==> src/fbfc_pkg.sv <==
package fbfc_pkg;

  localparam int unsigned TimeoutW = 32;
  localparam logic [TimeoutW-1:0] DefaultTimeoutMs = 32'd30000;

  localparam logic [1:0] MODE_STOP = 2'd0;
  localparam logic [1:0] MODE_FWD  = 2'd1;
  localparam logic [1:0] MODE_BACK = 2'd2;

  localparam logic [1:0] SPEED_STOP   = 2'd0;
  localparam logic [1:0] SPEED_NORMAL = 2'd1;
  localparam logic [1:0] SPEED_JOG    = 2'd2;

  localparam logic [1:0] JOG_NONE = 2'd0;
  localparam logic [1:0] JOG_REV  = 2'd1;
  localparam logic [1:0] JOG_FWD  = 2'd2;

  localparam logic REQ_SAMPLE = 1'b0;
  localparam logic REQ_TICK   = 1'b1;

  typedef struct packed {
    logic req_type;
    logic pos_low;
    logic pos_mid;
    logic pos_high;
    logic runout;
    logic jog_reverse;
    logic jog_forward;
  } req_t;

  typedef struct packed {
    logic       motor_enable;
    logic       motor_reverse;
    logic [1:0] speed_select;
    logic       current_boost;
    logic       filament_present;
    logic       error_led;
    logic       forward_led;
    logic       reverse_led;
    logic       fault;
  } rsp_t;

  typedef struct packed {
    logic [1:0]          drive_mode;
    logic [1:0]          prev_mode;
    logic                pushing;
    logic [TimeoutW-1:0] push_ms;
    logic                fault;
    logic                enable;
    logic                reverse;
    logic [1:0]          speed;
    logic                boost;
    logic                lamp_fil;
    logic                lamp_err;
    logic                lamp_fwd;
    logic                lamp_rev;
    logic [1:0]          jog_key;
  } ctl_state_t;

endpackage

==> src/fbfc_step.sv <==
module fbfc_step (
  input  fbfc_pkg::req_t                   req_i,
  input  fbfc_pkg::ctl_state_t             state_i,
  input  logic [fbfc_pkg::TimeoutW-1:0]    timeout_i,
  output fbfc_pkg::ctl_state_t             state_o,
  output fbfc_pkg::rsp_t                   rsp_o
);
  import fbfc_pkg::*;

  ctl_state_t s;
  logic       done;
  logic       held;

  always_comb begin
    s    = state_i;
    done = 1'b0;
    held = 1'b0;
    if (req_i.req_type == REQ_TICK) begin
      if (s.pushing) begin
        if (s.push_ms != '1) begin
          s.push_ms = s.push_ms + TimeoutW'(1);
        end
        if (s.push_ms > timeout_i) begin
          s.fault    = 1'b1;
          s.lamp_err = 1'b1;
        end
      end
    end else begin
      if (s.jog_key != JOG_NONE) begin
        held = (s.jog_key == JOG_REV) ? req_i.jog_reverse : req_i.jog_forward;
        if (held) begin
          done = 1'b1;
        end else begin
          // key released: stop, then fall through to the normal rules
          s.speed      = SPEED_STOP;
          s.drive_mode = MODE_STOP;
          s.pushing    = 1'b0;
          s.push_ms    = '0;
          s.fault      = 1'b0;
          s.enable     = 1'b0;
          s.lamp_fwd   = 1'b0;
          s.lamp_rev   = 1'b0;
          s.jog_key    = JOG_NONE;
        end
      end else if (req_i.jog_reverse || req_i.jog_forward) begin
        s.jog_key  = req_i.jog_reverse ? JOG_REV : JOG_FWD;
        s.lamp_fwd = !req_i.jog_reverse;
        s.lamp_rev = req_i.jog_reverse;
        s.enable   = 1'b1;
        s.boost    = 1'b1;
        s.reverse  = req_i.jog_reverse;
        s.speed    = SPEED_JOG;
        done       = 1'b1;
      end

      if (!done) begin
        if (req_i.runout) begin
          s.speed      = SPEED_STOP;
          s.drive_mode = MODE_STOP;
          s.lamp_fil   = 1'b0;
          s.pushing    = 1'b0;
          s.push_ms    = '0;
          s.fault      = 1'b0;
          s.enable     = 1'b0;
          s.lamp_fwd   = 1'b0;
          s.lamp_rev   = 1'b0;
        end else begin
          s.lamp_fil = 1'b1;
          if (s.fault) begin
            s.speed      = SPEED_STOP;
            s.drive_mode = MODE_STOP;
            s.enable     = 1'b0;
            s.lamp_err   = 1'b1;
            s.lamp_fwd   = 1'b0;
            s.lamp_rev   = 1'b0;
          end else begin
            if (req_i.pos_low) begin
              s.prev_mode  = s.drive_mode;
              s.drive_mode = MODE_FWD;
              s.pushing    = 1'b1;
            end else if (req_i.pos_mid) begin
              s.prev_mode  = s.drive_mode;
              s.drive_mode = MODE_STOP;
              s.pushing    = 1'b0;
              s.push_ms    = '0;
            end else if (req_i.pos_high) begin
              s.prev_mode  = s.drive_mode;
              s.drive_mode = MODE_BACK;
              s.pushing    = 1'b0;
              s.push_ms    = '0;
            end
            // drive outputs only move on a mode change
            if (s.drive_mode != s.prev_mode) begin
              case (s.drive_mode)
                MODE_FWD: begin
                  s.lamp_err = 1'b0;
                  s.lamp_fwd = 1'b1;
                  s.enable   = 1'b1;
                  s.boost    = 1'b0;
                  s.reverse  = 1'b0;
                  s.speed    = SPEED_NORMAL;
                end
                MODE_BACK: begin
                  s.lamp_err = 1'b0;
                  s.lamp_rev = 1'b1;
                  s.enable   = 1'b1;
                  s.boost    = 1'b0;
                  s.reverse  = 1'b1;
                  s.speed    = SPEED_NORMAL;
                end
                default: begin
                  s.lamp_fwd = 1'b0;
                  s.lamp_rev = 1'b0;
                  s.enable   = 1'b0;
                  s.speed    = SPEED_STOP;
                end
              endcase
            end
          end
        end
      end
    end
  end

  assign state_o = s;

  always_comb begin
    rsp_o.motor_enable     = s.enable;
    rsp_o.motor_reverse    = s.reverse;
    rsp_o.speed_select     = s.speed;
    rsp_o.current_boost    = s.boost;
    rsp_o.filament_present = s.lamp_fil;
    rsp_o.error_led        = s.lamp_err;
    rsp_o.forward_led      = s.lamp_fwd;
    rsp_o.reverse_led      = s.lamp_rev;
    rsp_o.fault            = s.fault;
  end

endmodule

==> src/filament_buffer_feed_control.sv <==
// A beat goes from the input register to the result register, held back only while
// a waiting result is held by out_ready_i low. Throughput: one beat per cycle while
// no result waits on out_ready_i low; the decision for a beat is one combinational
// pass from the input register to the result register and the control state.
// Reset (rst_ni low, async): state to stopped, motor enable on, lamps off,
// counters and fault clear, push timeout back to 30000 ms, both stages empty.
module filament_buffer_feed_control (
  input  logic                            clk_i,
  input  logic                            rst_ni,
  input  logic                            in_valid_i,
  output logic                            in_ready_o,
  input  fbfc_pkg::req_t                  in_data_i,
  output logic                            out_valid_o,
  input  logic                            out_ready_i,
  output fbfc_pkg::rsp_t                  out_data_o,
  input  logic                            cfg_valid_i,
  output logic                            cfg_ready_o,
  input  logic [fbfc_pkg::TimeoutW-1:0]   cfg_data_i
);
  import fbfc_pkg::*;

  logic                in_valid_q;
  req_t                in_q;
  logic                out_valid_q;
  rsp_t                out_q;
  logic [TimeoutW-1:0] timeout_q;
  ctl_state_t          st_q;
  ctl_state_t          st_d;
  rsp_t                rsp_d;
  logic                advance;

  assign advance     = in_valid_q && (!out_valid_q || out_ready_i);
  assign in_ready_o  = !in_valid_q || advance;
  assign cfg_ready_o = 1'b1;
  assign out_valid_o = out_valid_q;
  assign out_data_o  = out_q;

  fbfc_step u_step (
    .req_i     (in_q),
    .state_i   (st_q),
    .timeout_i (timeout_q),
    .state_o   (st_d),
    .rsp_o     (rsp_d)
  );

  always_ff @(posedge clk_i or negedge rst_ni) begin
    if (!rst_ni) begin
      in_valid_q  <= 1'b0;
      out_valid_q <= 1'b0;
      timeout_q   <= DefaultTimeoutMs;
      st_q.drive_mode <= MODE_STOP;
      st_q.prev_mode  <= MODE_STOP;
      st_q.pushing    <= 1'b0;
      st_q.push_ms    <= '0;
      st_q.fault      <= 1'b0;
      st_q.enable     <= 1'b1;
      st_q.reverse    <= 1'b0;
      st_q.speed      <= SPEED_STOP;
      st_q.boost      <= 1'b0;
      st_q.lamp_fil   <= 1'b0;
      st_q.lamp_err   <= 1'b0;
      st_q.lamp_fwd   <= 1'b0;
      st_q.lamp_rev   <= 1'b0;
      st_q.jog_key    <= JOG_NONE;
    end else begin
      if (cfg_valid_i && cfg_ready_o) begin
        timeout_q <= cfg_data_i;
      end
      if (in_ready_o) begin
        in_valid_q <= in_valid_i;
      end
      if (advance) begin
        out_valid_q <= 1'b1;
        st_q        <= st_d;
      end else if (out_ready_i) begin
        out_valid_q <= 1'b0;
      end
    end
  end

  always_ff @(posedge clk_i) begin
    if (in_valid_i && in_ready_o) begin
      in_q <= in_data_i;
    end
    if (advance) begin
      out_q <= rsp_d;
    end
  end

  // fault is only ever raised together with the error lamp
  a_fault_lamp: assert property (@(posedge clk_i) disable iff (!rst_ni)
    st_q.fault |-> st_q.lamp_err)
    else $error("fault latched without error lamp");

  a_push_idle: assert property (@(posedge clk_i) disable iff (!rst_ni)
    !st_q.pushing |-> (st_q.push_ms == '0))
    else $error("push counter running while not pushing");

  a_jog_drive: assert property (@(posedge clk_i) disable iff (!rst_ni)
    (st_q.jog_key != JOG_NONE) |-> (st_q.speed == SPEED_JOG && st_q.enable && st_q.boost))
    else $error("jog active without jog drive");

  a_jog_boost: assert property (@(posedge clk_i) disable iff (!rst_ni)
    (out_valid_o && out_data_o.speed_select == SPEED_JOG) |-> out_data_o.current_boost)
    else $error("jog speed without current boost");

  a_adv_result: assert property (@(posedge clk_i) disable iff (!rst_ni)
    advance |=> out_valid_o)
    else $error("processed beat produced no result");

endmodule
==> config.mk <==
export PLATFORM = sky130hd
export DESIGN_NAME = filament_buffer_feed_control
export DESIGN_NICKNAME = d
export VERILOG_FILES = /design/src/fbfc_pkg.sv /design/src/fbfc_step.sv /design/src/filament_buffer_feed_control.sv
export SDC_FILE = /design/constraint.sdc
export NUM_CORES = 1
export LEC_CHECK = 0
export BUFFER_PORTS_ARGS = -buffer_cell sky130_fd_sc_hd__clkbuf_2
export CAP_MARGIN = 10
export CORE_UTILIZATION = 56
export CTS_CLUSTER_SIZE = 24
export DETAILED_ROUTE_END_ITERATION = 8
export PLACE_DENSITY = 0.82
export SLEW_MARGIN = 10
export SYNTH_ARGS = -nofsm -noshare
export SYNTH_HDL_FRONTEND = slang
export SYNTH_SLANG_ARGS = --single-unit
export TNS_END_PERCENT = 50
==> constraint.sdc <==
create_clock -name clk_i -period 3.7 [get_ports clk_i]
set_input_delay 0.185 -clock clk_i [delete_from_list [all_inputs] [get_ports clk_i]]
set_output_delay 0.185 -clock clk_i [all_outputs]
set_load 0.05 [all_outputs]
Word-level counts from Yosys, hierarchy flattened
Cells that the tools add are included. Widths: inputs -> output; s select.

Flip-flop bits (word level): 100. Bits of input ports: 44. Output and inout port bits: 13. Logic and storage cells: 138.

Add/sub/neg operators: 1. Magnitude comparators: 1. Eq/ne operators: 7. Multiplexer cells: 76. Bitwise logic cells: 4. Reductions and logical operators: 16.

Operator list (number): $mux 32 (4); $mux 37 (3); $mux 33 (3); $mux 35 (2); $mux 34 (2); $mux 47 (1); $mux 5 (7); $add 32x1->32 const B (1); $gt 32x32->1 (1); $ne 32x32->1 const B (1); $mux 1 (30); $mux 2 (13); $mux 4 (5); $mux 3 (2); $mux 6 (1); $pmux 1 s2 (3); $reduce_and 5->1 (1); $eq 2x1->1 const B (2); $not 1->1 (4); $reduce_and 2->1 (2); $reduce_and 4->1 (1); $reduce_bool 2->1 (2); $logic_not 1->1 (3); $logic_or 1x1->1 (3); 7 further kinds (8).

Longest topological paths before layout
Word-level depth: 21. Depth in mapped cells: 15. Depth with buffers taken out: 13.

Hierarchy
Synthesis repeated with hierarchy kept, for this count alone.

Cell total of the unflattened synthesis: 690. Area, all modules: 6977.9 µm².

By module, submodules not included: filament_buffer_feed_control (instances 1, cells an instance 199, area each 3836.2 µm², sequential area each 2597.5 µm²); fbfc_step (instances 1, cells an instance 491, area each 3141.8 µm², sequential area each 0.0 µm²).

Worst setup path after synthesis
Ideal clock, no wire load.

Kind: register -> register. Start point: reg st_q[36] (netlist bit). End point: reg out_q (netlist bit out_data_o[3]), data pin. Setup time: 0.273 ns. Data arrival time: 3.114 ns. Data required time: 3.427 ns. Path slack: 0.312 ns. Cell stages (with the launch flop): 15. Path buffers: 1. Period minus slack after synthesis: 3.388 ns. Cells stage by stage: dfrtp_1 -> buf_2 -> nand3_1 -> nor3_4 -> nand3_1 -> and2_1 -> and3_1 -> xor2_1 -> ha_1 -> nand4_1 -> nor4_1 -> nand3_1 -> o221a_2 -> a31oi_1 -> a31oi_1.

RTL lines: start, declared (line filament_buffer_feed_control.sv:27) `ctl_state_t st_q;`; start signal, assigned (line filament_buffer_feed_control.sv:74) `st_q <= st_d;`; end signal, assigned (line filament_buffer_feed_control.sv:86) `out_q <= rsp_d;`; end, declared (line filament_buffer_feed_control.sv:25) `rsp_t out_q;`.

==> out/qor.yml <==
routing:
  remaining_drc_errors: 0
  ant_nets: 0
  drt_iter0_drc: 315
  vias: 5440
  routed_wl_mm: 14.3
  vias_per_cell: 5.91
  routedWlPerCell_um: 15.5
  dr.pass1.iters: 4
grt:
  overflow: 0
  grt_max_degree: 84
  grt_pass1_wl_mm: 23.4
  grt.total_usage: 0.260
  antenna_found_initial: 0
  grt_pass1_vias: 5147
sta:
  maxSlewHeadroom: 0.300
  fmax_mhz: 288
  maxSlewViolCount: 0
  finClkSkew_ns: 0.0199
  period_share: 0.939
  finalCriticalPeriod_ns: 3.47
  grt_setup_unrepaired: "false"
  setup_viol_count_final: 0
  hold_ws_ns: -0.0255
  worst_pin_slew_ns: 1.05
  hold_viol: 11
power:
  power_leakage_nw: 3.28
  switchingPower_w: 0.000904
  p_int_w: 0.00183
  peakVddDrop_v: 0.000365
  p_seq_frac: 0.494
  clkPwrFrac: 0.256
  combPwrFrac: 0.250
  cellPowerDensity_nw_per_um2: 385
  swShare: 0.331
  power.total_w: 0.00273
synthesis:
  synth-seq-cells: 100
  ys_types: 70
  synth-simple-area-share: 0.191
  synth_nets: 783
  synth-compound-area-share: 0.209
  async_flop_share: 0.830
  synth_xor_area_frac: 0.0437
  synth_fa_ha_area_frac: 0.0705
  syn-cell-area_sq_um: 6210
  yosysWarnings: 0
  synth_edf_count: 17
  synth_top_family_by_area: "compound AO/OA/AOI/OAI gates"
  synth_cells: 704
  ys_seq_area_frac: 0.418
  avgSynthCellArea_sq_um: 8.82
  yosys_most_used_dff: "dfrtp_1"
  synth_mux_area_frac: 0.0141
status:
  violations: "negative hold slack"
  run_status: "finished with violations"
finish:
  fillers: 879
  layout.nets: 855
  regArea_sq_um: 2600
  multi_input_area_sq_um: 3330
  layout_common_cells: "nand2_1 (97), o21ai_0 (81), dfrtp_1 (72), clkbuf_2 (54), a21oi_1 (41)"
  antenna_cells: 0
  synthToLayoutAreaGrowth_pct: 14.3
  fin_area_sq_um: 7100
  drive_gt1_frac: 0.195
  layout_commonest_cell: "nand2_1"
clock_network:
  cts_buffer_depth: 2
  numCtsBuffers: 9
  htree_levels: 3
  cts_sinks: 100
  cts-root-buf: "clkbuf_8"
  clk_pin_slew_ns: 0.11
  clk_latency_ns: 0.37
  cts_tree: "built"
critical_path:
  cp.depth: 13
  cp_data_arrival_time_ns: 3.58
  critical_path.top_delay_family: "compound AO/OA/AOI/OAI gates"
  r2r_setup_slack_ns: 0.23
  crit_chain: "and3_2 -> and4_1 -> nand3_2 -> and3_1 -> nand3_1 -> xnor2_1 -> ha_1 -> a21oi_1 -> o21ai_0 -> a221o_1 -> o221a_2 -> a31oi_2 -> a31oi_1"
  rr_startpoint: "st_q[19]"
  ff2ff_path_depth: 13
  r2r-end: "out_data_o[3]"
  cp-end-kind: "flip-flop"
  worstSetupStartpointType: "flip-flop"
  slowest_stage: "dfrtp_2"
  cp.required_ns: 3.80
  slowest_delay_ns: 0.46
  cp_max_fo: 6
  worstSetupPathType: "flip-flop to flip-flop"
  critPathBufInv: 0
die:
  die_area_sq_um: 11500
  ioPinCount: 57
  coreArea_sq_um: 10800
  start_util: 0.573
  die_width_um: 107
  die_height_um: 107
  core.rowCount: 38
placement:
  place.gp.congestion: 0.885
  place_area_sq_um: 6770
  place.port_buffers: 55
  hpwl_mm: 10.4
min_path:
  hp-class: "primary input to asynchronous set/reset pin"
run:
  cap_viol_max_count: 0
-- registers in the layout, summed over array words and instances, names as in the netlist --
register     count
timeout_q       32
in_valid_q       1
out_valid_o      1
st_q            49
in_q             7
out_data_o      10
-- Yosys cell counts, types with 4 or more instances --
master     n  area (sq um)
xor2_1     9          78.8
nand2_1   97           364
nor2b_1    6          37.5
o211ai_1   4          30.0
a41oi_1    5          43.8
ha_1      35           438
a21oi_1   42           210
o21ai_1    6          30.0
mux2_2     6          67.6
and4_1     5          43.8
clkbuf_1  28           105
and3_1    19           119
a31oi_1    9          56.3
o21ai_0   81           405
dfstp_2    8           210
nor4_1     5          31.3
nand4_1   10          62.6
inv_1     40           150
edfxtp_1  17           510
buf_2      9          45.0
nand3_1   26           130
xnor2_1   22           193
nor2_1    36           135
o31ai_1   22           165
a22o_1     5          43.8
dfrtp_1   75          1880
nand2b_1   7          43.8
and2_1     6          37.5
nor3_1     7          35.0
-- power by group through the flow --
stage,clock (W),combinational (W),sequential (W)
after floorplan,0,0.000441,0.00141
after global placement,0,0.000644,0.00136
after detailed placement,0,0.000668,0.00137
after CTS,0.000713,0.000679,0.00135
after global routing,0.000763,0.000758,0.00137
final,0.000701,0.000683,0.00135
-- per-layer routing --
layer  up-vias  track usage  share of wire
li1       2663            -              -
met1      2578        0.342           0.45
met2       173        0.424           0.48
met3        26       0.0502          0.056
met4         0        0.102          0.018
met5         -            0              0
-- area by class of cell --
| type | count | area share |
|---|---|---|
| clock buffers | 11 | 0.0185 |
| flip-flops and latches | 100 | 0.366 |
| inverters | 41 | 0.0217 |
| repair buffers | 101 | 0.0903 |
| well taps | 140 | 0.0247 |
| clock inverters | 5 | 0.00881 |
| multi-input cells | 523 | 0.470 |
-- worst max-delay path by stage --
stage              from       endpoint  slack (ns)
2_1_floorplan  st_q[36]  out_data_o[3]        0.31
3_3_place_gp   st_q[17]  out_data_o[3]         0.1
3_5_place_dp   st_q[17]  out_data_o[3]       -0.11
4_1_cts        st_q[20]  out_data_o[3]       0.009
5_1_grt        st_q[28]  out_data_o[3]       0.003
6_report       st_q[19]  out_data_o[3]        0.23
-- worst register-to-register path, delay by kind of cell (launching register included) --
kind | cells | cell delay (ns)
AOI/OAI and AO/OA | 6 | 1.27
DFF | 1 | 0.46
and+or+nand+nor | 5 | 1.05
adders and majority gates | 1 | 0.29
xor gates and xnor gates | 1 | 0.15
-- logic make-up (layout without fill, tap and decap cells) --
logic type,count (synthesis),in the layout
flops,100,100
compound gates,208,208
buf+inv,81,158
other cells,1,1
mux,8,8
simple gates,240,240
xor+xnor,31,31
fa+ha+maj,35,35
-- per-stage QoR --
stage,instances,setup WS (ns),utilization,setup TNS [ns]
after floorplan,704,0.312,-,0
after global placement,897,0.0972,0.625,0
after detailed placement,897,-0.113,0.625,-0.202
after CTS,920,0.00868,0.650,0
after global routing,921,0.00338,0.655,0
final,921,0.226,0.655,0
-- what timing repair did --
action                                  4_1_cts  5_1_grt
buffers inserted                              0        1
hold buffers                                  7        0
endpoints found under the hold margin         7        0
endpoints found under the setup margin        2        4
pin swaps                                     0        1
gates cloned                                  0        0
gates resized for setup                       2       12
(Power assumes the default switching activity.)
